$ cat config.mk
export PLATFORM = sky130hd
export DESIGN_NAME = circle_octant_rasterizer
export DESIGN_NICKNAME = d
export VERILOG_FILES = /design/src/rtl/core/cor_pkg.sv /design/src/rtl/core/cor_front.sv /design/src/rtl/core/cor_queue.sv /design/src/rtl/core/cor_back.sv /design/src/rtl/core/circle_octant_rasterizer.sv
export SDC_FILE = /design/constraint.sdc
export NUM_CORES = 1
export LEC_CHECK = 0
export BUFFER_PORTS_ARGS = -buffer_cell sky130_fd_sc_hd__buf_2
export CORE_MARGIN = 4
export CORE_UTILIZATION = 50
export CTS_CLUSTER_DIAMETER = 150
export DETAILED_ROUTE_END_ITERATION = 6
export GPL_TIMING_DRIVEN = 0
export PLACE_DENSITY = 0.78
export REMOVE_ABC_BUFFERS = 1
export SLEW_MARGIN = 0
export SYNTH_ARGS = -nofsm -noshare
export SYNTH_HDL_FRONTEND = slang
export SYNTH_SLANG_ARGS = --single-unit
$ cat constraint.sdc
create_clock -name clk -period 15.15 [get_ports clk]
set_input_delay 0 -clock clk [delete_from_list [all_inputs] [get_ports clk]]
set_output_delay 0 -clock clk [all_outputs]
set_load 0.02 [all_outputs]
$ cat src/rtl/core/cor_pkg.sv
// Package with the shared types and constants of the midpoint circle rasterizer.
`default_nettype none

package cor_pkg;

    localparam int COORD_BITS  = 10;
    localparam int PIX_BITS    = COORD_BITS + 2;
    localparam int DEC_BITS    = COORD_BITS + 4;
    localparam int COLOR_BITS  = 24;
    localparam int QUEUE_DEPTH = 2;
    localparam int SYM_COUNT   = 8;
    localparam int SYM_BITS    = $clog2(SYM_COUNT);

    typedef enum logic {
        REQ_START = 1'b0,
        REQ_STEP  = 1'b1
    } req_type_t;

    typedef struct packed {
        req_type_t               req_type;
        logic [COORD_BITS-1:0]   center_x;
        logic [COORD_BITS-1:0]   center_y;
        logic [COORD_BITS-1:0]   radius;
        logic [COLOR_BITS-1:0]   color;
    } req_item_t;

    typedef struct packed {
        logic signed [PIX_BITS-1:0] pixel_x;
        logic signed [PIX_BITS-1:0] pixel_y;
        logic [COLOR_BITS-1:0]      pixel_color;
        logic                       last_of_step;
        logic                       circle_done;
    } pix_item_t;

    typedef struct packed {
        logic [COORD_BITS-1:0] center_x;
        logic [COORD_BITS-1:0] center_y;
        logic [COORD_BITS-1:0] walk_x;
        logic [COORD_BITS-1:0] walk_y;
        logic [COLOR_BITS-1:0] color;
        logic                  done;
    } step_job_t;

    typedef struct packed {
        logic      valid;
        step_job_t job;
    } job_push_t;

    typedef struct packed {
        logic      valid;
        logic      full;
        step_job_t job;
    } job_head_t;

endpackage

`default_nettype wire

$ cat src/rtl/core/cor_front.sv
// Front end: takes requests, holds the circle state and advances the octant walk.
`default_nettype none

module cor_front
    import cor_pkg::*;
(
    input  wire logic      clk,
    input  wire logic      rst_n,
    input  wire logic      req_valid,
    output logic           req_stall,
    input  wire req_item_t req,
    input  wire logic      queue_full,
    output job_push_t      push
);

    logic [COORD_BITS-1:0]      held_cx_reg, held_cx_next;
    logic [COORD_BITS-1:0]      held_cy_reg, held_cy_next;
    logic [COLOR_BITS-1:0]      held_color_reg, held_color_next;
    logic [COORD_BITS-1:0]      walk_x_reg, walk_x_next;
    logic [COORD_BITS-1:0]      walk_y_reg, walk_y_next;
    logic [DEC_BITS-1:0]        dec_reg, dec_next;
    logic                       active_reg, active_next;

    logic                       accept;
    logic signed [PIX_BITS-1:0] x_adv;
    logic signed [PIX_BITS-1:0] y_adv;
    logic [DEC_BITS-1:0]        x_ext;
    logic [DEC_BITS-1:0]        y_ext;
    logic [DEC_BITS-1:0]        dec_adv;
    logic                       done;

    assign req_stall = queue_full;
    assign accept    = req_valid && !req_stall;

    always_comb
    begin
        x_ext = {{(DEC_BITS-COORD_BITS){1'b0}}, walk_x_reg};
        y_ext = {{(DEC_BITS-COORD_BITS){1'b0}}, walk_y_reg};
        x_adv = $signed({2'b00, walk_x_reg}) + PIX_BITS'(1);
        if (dec_reg[DEC_BITS-1])
        begin
            dec_adv = dec_reg + (x_ext << 2) + DEC_BITS'(6);
            y_adv   = $signed({2'b00, walk_y_reg});
        end
        else
        begin
            dec_adv = dec_reg + ((x_ext - y_ext) << 2) + DEC_BITS'(10);
            y_adv   = $signed({2'b00, walk_y_reg}) - PIX_BITS'(1);
        end
        done = x_adv > y_adv;
    end

    always_comb
    begin
        held_cx_next    = held_cx_reg;
        held_cy_next    = held_cy_reg;
        held_color_next = held_color_reg;
        walk_x_next     = walk_x_reg;
        walk_y_next     = walk_y_reg;
        dec_next        = dec_reg;
        active_next     = active_reg;
        push.valid      = 1'b0;
        push.job        = '{center_x: held_cx_reg, center_y: held_cy_reg,
                            walk_x: walk_x_reg, walk_y: walk_y_reg,
                            color: held_color_reg, done: done};
        if (accept)
        begin
            unique case (req.req_type)
                REQ_START:
                begin
                    held_cx_next    = req.center_x;
                    held_cy_next    = req.center_y;
                    held_color_next = req.color;
                    walk_x_next     = '0;
                    walk_y_next     = req.radius;
                    dec_next        = DEC_BITS'(3)
                                    - ({{(DEC_BITS-COORD_BITS){1'b0}}, req.radius} << 1);
                    active_next     = 1'b1;
                end
                REQ_STEP:
                begin
                    if (active_reg)
                    begin
                        push.valid  = 1'b1;
                        walk_x_next = x_adv[COORD_BITS-1:0];
                        walk_y_next = y_adv[COORD_BITS-1:0];
                        dec_next    = dec_adv;
                        active_next = !done;
                    end
                end
                default:
                begin
                end
            endcase
        end
    end

    always_ff @(posedge clk or negedge rst_n)
    begin
        if (!rst_n)
        begin
            held_cx_reg    <= '0;
            held_cy_reg    <= '0;
            held_color_reg <= '0;
            walk_x_reg     <= '0;
            walk_y_reg     <= '0;
            dec_reg        <= '0;
            active_reg     <= 1'b0;
        end
        else
        begin
            held_cx_reg    <= held_cx_next;
            held_cy_reg    <= held_cy_next;
            held_color_reg <= held_color_next;
            walk_x_reg     <= walk_x_next;
            walk_y_reg     <= walk_y_next;
            dec_reg        <= dec_next;
            active_reg     <= active_next;
        end
    end

endmodule

`default_nettype wire

$ cat src/rtl/core/cor_queue.sv
// Short job queue between the walk front end and the pixel back end.
`default_nettype none

module cor_queue
    import cor_pkg::*;
(
    input  wire logic      clk,
    input  wire logic      rst_n,
    input  wire job_push_t push,
    input  wire logic      pop,
    output job_head_t      head
);

    localparam int PTR_BITS = (QUEUE_DEPTH > 1) ? $clog2(QUEUE_DEPTH) : 1;
    localparam int CNT_BITS = $clog2(QUEUE_DEPTH + 1);

    step_job_t           slot_reg [QUEUE_DEPTH];
    logic [PTR_BITS-1:0] wr_ptr_reg, wr_ptr_next;
    logic [PTR_BITS-1:0] rd_ptr_reg, rd_ptr_next;
    logic [CNT_BITS-1:0] count_reg, count_next;
    logic                do_push;
    logic                do_pop;

    assign head.valid = count_reg != '0;
    assign head.full  = count_reg == CNT_BITS'(QUEUE_DEPTH);
    assign head.job   = slot_reg[rd_ptr_reg];

    assign do_push = push.valid && !head.full;
    assign do_pop  = pop && head.valid;

    always_comb
    begin
        wr_ptr_next = wr_ptr_reg;
        rd_ptr_next = rd_ptr_reg;
        count_next  = count_reg;
        if (do_push)
        begin
            wr_ptr_next = (wr_ptr_reg == PTR_BITS'(QUEUE_DEPTH - 1)) ? '0
                        : wr_ptr_reg + PTR_BITS'(1);
        end
        if (do_pop)
        begin
            rd_ptr_next = (rd_ptr_reg == PTR_BITS'(QUEUE_DEPTH - 1)) ? '0
                        : rd_ptr_reg + PTR_BITS'(1);
        end
        if (do_push && !do_pop)
        begin
            count_next = count_reg + CNT_BITS'(1);
        end
        else if (do_pop && !do_push)
        begin
            count_next = count_reg - CNT_BITS'(1);
        end
    end

    always_ff @(posedge clk)
    begin
        if (do_push)
        begin
            slot_reg[wr_ptr_reg] <= push.job;
        end
    end

    always_ff @(posedge clk or negedge rst_n)
    begin
        if (!rst_n)
        begin
            wr_ptr_reg <= '0;
            rd_ptr_reg <= '0;
            count_reg  <= '0;
        end
        else
        begin
            wr_ptr_reg <= wr_ptr_next;
            rd_ptr_reg <= rd_ptr_next;
            count_reg  <= count_next;
        end
    end

endmodule

`default_nettype wire

$ cat src/rtl/core/cor_back.sv
// Back end: expands one walk point into its eight symmetric pixels, one per cycle while pix_stall is low.
`default_nettype none

module cor_back
    import cor_pkg::*;
(
    input  wire logic      clk,
    input  wire logic      rst_n,
    input  wire job_head_t head,
    output logic           pop,
    output logic           pix_valid,
    input  wire logic      pix_stall,
    output pix_item_t      pix
);

    step_job_t             job_reg, job_next;
    logic                  job_valid_reg, job_valid_next;
    logic [SYM_BITS-1:0]   sym_reg, sym_next;
    logic                  out_valid_reg, out_valid_next;
    pix_item_t             out_reg, out_next;

    logic                  load;
    logic                  last;
    logic [PIX_BITS-1:0]   a_ext;
    logic [PIX_BITS-1:0]   b_ext;
    logic [PIX_BITS-1:0]   cx_ext;
    logic [PIX_BITS-1:0]   cy_ext;

    assign load = job_valid_reg && (!out_valid_reg || !pix_stall);
    assign last = load && (sym_reg == SYM_BITS'(SYM_COUNT - 1));
    assign pop  = head.valid && (!job_valid_reg || last);

    assign pix_valid = out_valid_reg;
    assign pix       = out_reg;

    always_comb
    begin
        cx_ext = {2'b00, job_reg.center_x};
        cy_ext = {2'b00, job_reg.center_y};
        a_ext  = sym_reg[2] ? {2'b00, job_reg.walk_y} : {2'b00, job_reg.walk_x};
        b_ext  = sym_reg[2] ? {2'b00, job_reg.walk_x} : {2'b00, job_reg.walk_y};

        out_next                = out_reg;
        out_next.pixel_x        = $signed(sym_reg[0] ? cx_ext - a_ext : cx_ext + a_ext);
        out_next.pixel_y        = $signed(sym_reg[1] ? cy_ext - b_ext : cy_ext + b_ext);
        out_next.pixel_color    = job_reg.color;
        out_next.last_of_step   = last;
        out_next.circle_done    = last && job_reg.done;

        job_next       = pop ? head.job : job_reg;
        job_valid_next = pop ? 1'b1 : (last ? 1'b0 : job_valid_reg);

        if (pop && !job_valid_reg)
        begin
            sym_next = '0;
        end
        else if (load)
        begin
            sym_next = sym_reg + SYM_BITS'(1);
        end
        else
        begin
            sym_next = sym_reg;
        end

        out_valid_next = load ? 1'b1 : (out_valid_reg && pix_stall);
    end

    always_ff @(posedge clk)
    begin
        job_reg <= job_next;
        if (load)
        begin
            out_reg <= out_next;
        end
    end

    always_ff @(posedge clk or negedge rst_n)
    begin
        if (!rst_n)
        begin
            job_valid_reg <= 1'b0;
            sym_reg       <= '0;
            out_valid_reg <= 1'b0;
        end
        else
        begin
            job_valid_reg <= job_valid_next;
            sym_reg       <= sym_next;
            out_valid_reg <= out_valid_next;
        end
    end

endmodule

`default_nettype wire

$ cat src/rtl/core/circle_octant_rasterizer.sv
// Top level of the midpoint circle rasterizer.
`default_nettype none

// A start item latches center, radius and color and produces no pixel.
// Each step item while a circle is active yields eight pixels, one per cycle on the
// output register while pix_stall is low; the pixel expander in the back end
// produces them. Step items are accepted back to back, while the queue is not full,
// into a two-entry job queue; when the back end is free, a step goes from its queue
// slot into the back-end job register, and its first pixel into the output register.
// A step item with no active circle is accepted and dropped. The eighth pixel of
// each step carries last_of_step, and of the final step also circle_done.
module circle_octant_rasterizer
    import cor_pkg::*;
(
    input  wire logic      clk,
    input  wire logic      rst_n,
    input  wire logic      req_valid,
    output logic           req_stall,
    input  wire req_item_t req,
    output logic           pix_valid,
    input  wire logic      pix_stall,
    output pix_item_t      pix
);

    job_push_t push;
    job_head_t head;
    logic      pop;

    cor_front u_front (
        .clk        (clk),
        .rst_n      (rst_n),
        .req_valid  (req_valid),
        .req_stall  (req_stall),
        .req        (req),
        .queue_full (head.full),
        .push       (push)
    );

    cor_queue u_queue (
        .clk   (clk),
        .rst_n (rst_n),
        .push  (push),
        .pop   (pop),
        .head  (head)
    );

    cor_back u_back (
        .clk       (clk),
        .rst_n     (rst_n),
        .head      (head),
        .pop       (pop),
        .pix_valid (pix_valid),
        .pix_stall (pix_stall),
        .pix       (pix)
    );

endmodule

`default_nettype wire
Word level (Yosys, flattened, before mapping)

Memory sizes are Yosys's and may differ from the RTL's. A register that Yosys moved wholly into a read port is not among the register bits.
Index checks and enable logic that the tools add are counted.

Bits in registers: 138
Memory bits (writable): 130
Input bits: 59
Output and inout bits: 52
Memories kept: 1

Add/subtract/negate cells: 17
Order comparisons: 1
Eq/ne operators: 3
Multiplexer cells: 28
Bitwise gates (word level): 1
Reductions and logical operators: 26

Memories:

| name             | words | bits a word | read ports | clocked after memory_dff | write ports | line            | source |
|---|---|---|---|---|---|---|---|
| u_queue.slot_reg | 2     | 65          | 1          | 1                        | 1           | cor_queue.sv:17 | `step_job_t slot_reg [QUEUE_DEPTH];` |

Operators with widths:

| cell                                                                  | count |
|---|---|
| 10-bit 2-to-1 mux                                                     | 4 |
| 10-bit case mux with 2 select lines                                   | 2 |
| 12-bit 2-to-1 mux                                                     | 3 |
| 14-bit 2-to-1 mux                                                     | 2 |
| 14-bit case mux with 2 select lines                                   | 1 |
| 10-bit by 12-bit adder with 12-bit output                             | 2 |
| 10-bit by 12-bit subtractor with 12-bit output                        | 2 |
| 14-bit by 12-bit adder with 14-bit output                             | 1 |
| 14-bit adder                                                          | 1 |
| 14-bit by 3-bit adder with 14-bit output (second input constant)      | 1 |
| 14-bit by 4-bit adder with 14-bit output (second input constant)      | 1 |
| 12-bit > comparator                                                   | 1 |
| 2-bit by 11-bit subtractor with 12-bit output (first input constant)  | 1 |
| 10-bit by 1-bit adder with 11-bit output (second input constant)      | 1 |
| 1-bit logical AND                                                     | 11 |
| 1-bit 2-to-1 mux                                                      | 11 |
| 10-bit by 1-bit subtractor with 11-bit output (second input constant) | 1 |
| 10-bit by 10-bit subtractor with 11-bit output                        | 1 |
| 2-bit nonzero test                                                    | 4 |
| 1-bit zero test                                                       | 7 |
| 3-bit 2-to-1 mux                                                      | 2 |
| 2-bit 2-to-1 mux                                                      | 2 |
| 2-bit AND reduction                                                   | 2 |
| 3-bit by 1-bit adder with 3-bit output (second input constant)        | 1 |
| other kinds (9)                                                       | 11 |

Logic depth before layout (Yosys ltp)

Depth in word-level cells: 10
Gate-level depth with buffers: 18
Mapped depth without buffers: 18

Hierarchy

Synthesis repeated with hierarchy kept, for this count alone.

Cell total of the unflattened synthesis: 1,221
Area total of the unflattened synthesis: 16,389.5 sq um

Modules (own cells, without submodules):

| module    | instances | cells an instance | area each (sq um) |
|---|---|---|---|
| cor_back  | 1         | 414               | 5,745.5 |
| cor_front | 1         | 586               | 5,594.1 |
| cor_queue | 1         | 221               | 5,049.8 |

Worst setup path after synthesis

OpenSTA, ideal clock, no wires.

Kind: register to register
Start point: reg u_back.out_valid_reg (netlist: u_back.pix_valid)
End point: reg, netlist name u_back.cx_ext[0]
Library setup time: 420 ps
Data arrival time: 4,993 ps
Setup slack: 9,737 ps
Stages on the path, launching flop included: 6
Clock period less this slack: 5,413 ps
Cell sequence: dfrtp_1 -> a21boi_1 -> nand2_1 -> nand2_1 -> o21ai_0 -> inv_1

Cells in the longest elaborated chain, start to end: 6

RTL lines:

| item                   | line                           | source |
|---|---|---|
| from (decl)            | cor_back.sv:19                 | `logic out_valid_reg, out_valid_next;` |
| from (signal assigned) | cor_back.sv:90                 | `out_valid_reg <= out_valid_next;` |
| 1-bit zero test        | cor_back.sv:29                 | `assign load = job_valid_reg && (!out_valid_reg \|\| !pix_stall);` |
| 1-bit logical OR       | cor_back.sv:29                 |  |
| 1-bit logical AND      | cor_back.sv:29                 |  |
| via u_back.load        | cor_back.sv:22                 | `logic load;` |
| 1-bit logical AND      | cor_back.sv:30                 | `assign last = load && (sym_reg == SYM_BITS'(SYM_COUNT - 1));` |
| 1-bit logical OR       | cor_back.sv:31                 | `assign pop = head.valid && (!job_valid_reg \|\| last);` |
| 1-bit logical AND      | cor_back.sv:31                 |  |
| via pop                | circle_octant_rasterizer.sv:27 | `logic pop;` |

The timed path passes the listed nets, and every way through them passes these cells.
A chain may end at the register's enable or synchronous reset.

Worst setup path after layout

Start point: reg u_front.walk_x_reg[1]
End point: reg u_front.dec_reg[13]

Cells in the longest elaborated chain, start to end: 6
Elaborated cells on any way between the ends: 8
Classes of those cells: add/sub (5); mux (3)

RTL lines:

| item                                           | line             | source |
|---|---|---|
| from (decl)                                    | cor_front.sv:19  | `logic [COORD_BITS-1:0] walk_x_reg, walk_x_next;` |
| from (signal assigned)                         | cor_front.sv:115 | `walk_x_reg <= walk_x_next;` |
| 10-bit by 10-bit subtractor with 11-bit output | cor_front.sv:47  | `dec_adv = dec_reg + ((x_ext - y_ext) << 2) + DEC_BITS'(10);` |
| 14-bit adder                                   | cor_front.sv:47  |  |
| 14-bit by 4-bit adder with 14-bit output       | cor_front.sv:47  |  |
| 14-bit 2-to-1 mux (*)                          | cor_front.sv:40  | `if (dec_reg[DEC_BITS-1])` |
| 14-bit 2-to-1 mux (*)                          | cor_front.sv:82  | `if (active_reg)` |
| 14-bit case mux with 2 select lines (*)        | cor_front.sv:68  | `unique case (req.req_type)` |
| to (signal assigned)                           | cor_front.sv:117 | `dec_reg <= dec_next;` |
| to (decl)                                      | cor_front.sv:21  | `logic [DEC_BITS-1:0] dec_reg, dec_next;` |

Mark *: on every way between the ends. The rest lies on a longest branch, timed or not. The select of a mux whose other input is x is not followed.

==> summary.md <==
| Metric | Value |
|---|---|
| # Max-Cap Violations | `0` |
| CP startpoint | `u_front.walk_x_reg[1]$_DFFE_PN0P_` |
| Initial Util | `50.66%` |
| Layout cells sized above 1 | `17.93%` |
| Initial antenna violation count | `0` |
| Peak supply drop | `0.0001414 V` |
| Syn avg cell area | `12.59 µm²` |
| Clk buf depth | `3` |
| CTS tree | `yes` |
| Fin crit period | `4248 ps` |
| CTS Sinks | `332` |
| Final WL | `32370 µm` |
| R2R Path End | `u_front.dec_reg[13]$_DFFE_PN0P_` |
| CP Cell Sequence | `ha_1 -> nor2b_1 -> o21ai_0 -> a21boi_0 -> o21ai_0 -> nor2b_1 -> xnor2_1 -> ha_1 -> ha_1 -> and3_2 -> a21boi_1 -> or4b_1 -> a31o_1 -> a21oi_2 -> xor2_1 -> o31ai_1` |
| XOR/XNOR Fraction of Synth Area | `3.680%` |
| Ys Warns | `0` |
| Max-slew violation count | `0` |
| Comb pwr share | `39.9%` |
| Clock power share | `21.5%` |
| DR vias/cell | `5.378` |
| Power Density | `201.2 nW/µm²` |
| Largest register FFs | `130` |
| Clock transition at path regs | `60 ps` |
| Yosys reg bits | `332` |
| R2r setup slk | `10900 ps` |
| CTS resizes | `0` |
| Final cycle utilization of the critical path | `28.04%` |
| Unrepaired setup endpoints after global routing | `false` |
| GR Overflow Total | `0` |
| Worst Tran Pin Value | `1325 ps` |
| Int Pwr | `2.439 mW` |
| GP Congestion | `0.8588` |
| Setup crit end kind | `register` |
| Final hold slack | `0.08027 ps` |
| Maximum number of pins on one net before global-route repair | `67` |
| Num ports | `111` |
| Synth area leader | `edfxtp_1` |
| DR iter-0 viols | `490` |
| P_sw | `1.351 mW` |
| Leading register cell type out of synthesis | `edfxtp_1` |
| # Post-CTS Setup Buffers | `0` |
| Most used cell, CP | `ha_1` |
| First-pass GRT wire length | `53430 µm` |
| CP top delay family | `compound AO/OA/AOI/OAI gates` |
| Slowest-stage cell, CP | `dfrtp_1` |
| CTS Hold Bufs | `58` |
| Gr usage total | `18.65%` |
| Stages on worst setup path | `16` |
| Startpoint types | `register` |
| DR vias | `10080` |
| CTS H-tree depth | `2` |
| Number of detailed-route iterations in the first pass | `5` |
| Async set-or-reset flop fraction in the synthesized netlist | `26.20%` |
| # diodes | `0` |
| Hold Fails Final Rpt | `0` |
| Commonest cells post-synth | `edfxtp_1, nand2_1, ha_1` |
| Setup CP Type | `reg2reg` |
| DRC | `0` |
| Synth Area in Adders | `9.510%` |
| Post-synth top area share | `46.14%` |
| Drt wl/cell | `17.27 µm` |
| Core footprint | `31470 µm²` |
| Post-synth EDFFs | `245` |
| Die height | `186.6 µm` |
| Clock Skew | `18.05 ps` |
| Post-DP HPWL | `21950 µm` |
| Sequential power share | `38.5%` |
| Number of global-route vias before repair | `10590` |
| Static leakage | `7.883 nW` |
| Clock buffer count from CTS | `35` |
| Sequential element share of the synthesized area | `59.79%` |
| Worst r2r src | `u_front.walk_x_reg[1]$_DFFE_PN0P_` |
| TNS Setup | `0 ps` |
| Most common cell in the netlist | `edfxtp_1` |
| Ranking of synthesized cells by area | `edfxtp_1, dfrtp_1, ha_1, mux2_2, nand2_1` |
| Count of final setup violators | `0` |
| CTS Root Buffer Type | `clkbuf_16` |
| Status | `finished clean` |
| Clock latency on the worst-skew pair | `520 ps` |
| Antenna Violating Nets Remaining | `0` |
| Worst EP arrival | `4610 ps` |
| Die area | `34810 µm²` |
| Buf+Inv Stages, Crit Path | `0` |
| Nets | `1622` |
| HP Class | `in2async` |
| Site row count | `65` |
| IO buf count | `110` |
| Crit path to | `u_front.dec_reg[13]$_DFFE_PN0P_` |
| Area grow syn2layout | `18.16%` |
| Maximum clock rate | `235.4 MHz` |
| Die span in x | `186.6 µm` |
| Compound-Gate Fraction of Synth Area | `7.957%` |
| Worst path max stage delay | `560 ps` |
| Sw Ratio | `35.63%` |
| CP Max Fanout | `9` |
| Synth Cell Area | `15950 µm²` |
| Rel. slew slack | `11.69%` |
| Post-Synth Simple-Gate Area | `9.432%` |
| CP required | `15520 ps` |
| Count of cell types in the netlist | `67` |
| Post-synthesis mux area share | `7.023%` |
| Largest family of logic cells by synthesized area | `adder cells` |
| R2r worst-path depth | `16` |
| Syn Inst Count | `1267` |
==> area by class of cell <==
type	count	area [µm²]
fillers	2417	12630
flip-flops and latches	332	9538
multi-input cells	825	6031
repair buffers	179	1386
clock buffers	47	930.9
well taps	402	503.0
inverters	73	276.5
clock inverters	16	175.2
==> metal layers <==
layer | global-route usage, % | share of wire, %
met5 | 0 | 0
met4 | 5.489 | 2.5
met3 | 2.525 | 3.4
met2 | 32.91 | 50
met1 | 24.27 | 44
==> power groups by stage <==
stage,Sequential [mW],Combinational (mW),Clock (mW)
detailed placement,1.48,1.50,0
global placement,1.50,1.39,0
global route,1.49,1.70,0.877
finish,1.46,1.51,0.817
floorplan,1.50,1.06,0
CTS,1.46,1.52,0.834
==> cell families after synthesis <==
group	count (synthesis)
AO/OA/AOI/OAI	203
XOR/XNOR	67
adder cells (fa/ha/maj)	117
buffers and inverters	110
flip-flops	332
multiplexers	103
AND/OR/NAND/NOR	335
==> worst register-to-register path: stages (launching register included) <==
cell and delay [ps]:
dfrtp_1 560, ha_1 300, nor2b_1 120, o21ai_0 190, a21boi_0 150, o21ai_0 230, nor2b_1 200, xnor2_1 180
ha_1 280, ha_1 350, and3_2 240, a21boi_1 150, or4b_1 500, a31o_1 240, a21oi_2 180, xor2_1 150
o31ai_1 70
==> per-stage QoR <==
step	setup slack, ps	instance area [µm²]	power, mW	cells	utilization [%]
2_1_floorplan	9737	15800	2.565	1230	-
3_3_place_gp	7449	16860	2.890	1742	53.56
3_5_place_dp	10920	17150	2.975	1753	54.50
4_1_cts	10910	18840	3.816	1874	59.86
5_1_grt	10480	18840	4.068	1874	59.86
6_report	10900	18840	3.790	1874	59.86
==> cells in the final DEF (no fill, tap or decap), types with 10 or more instances in the layout <==
| cell type | instances |
|---|---|
| dfrtp_1 | 86 |
| nor2b_1 | 19 |
| buf_2 | 109 |
| edfxtp_1 | 245 |
| dlygate4sd3_1 | 58 |
| a21o_1 | 13 |
| mux2_2 | 71 |
| ha_1 | 110 |
| o21ai_0 | 63 |
| a21oi_1 | 52 |
| nor2_1 | 42 |
| nand2b_1 | 10 |
| nor3_1 | 20 |
| clkbuf_16 | 35 |
| mux2i_1 | 32 |
| xor2_1 | 29 |
| clkbuf_1 | 11 |
| nand3_1 | 18 |
| inv_1 | 72 |
| xnor2_1 | 38 |
| nand2_1 | 181 |
| and3_1 | 11 |
==> worst min-delay path by stage <==
| stage | cells after the start | slack (ps) | from | endpoint |
|---|---|---|---|---|
| floorplan | 0 | -300 | rst_n | u_back.job_valid_reg$_DFFE_PN0P_ |
| global placement | 3 | 190 | req[9] | u_front.held_color_reg[9]$_DFFE_PN0P_ |
| detailed placement | 1 | 20 | rst_n | u_front.held_color_reg[12]$_DFFE_PN0P_ |
| CTS | 5 | 0.1 | req_valid | u_front.held_cx_reg[3]$_DFFE_PN0P_ |
| global route | 2 | 30 | rst_n | u_front.held_color_reg[19]$_DFFE_PN0P_ |
| finish | 2 | 0.08 | rst_n | u_front.held_color_reg[19]$_DFFE_PN0P_ |
Note: power is estimated with default switching activity, not from simulation.
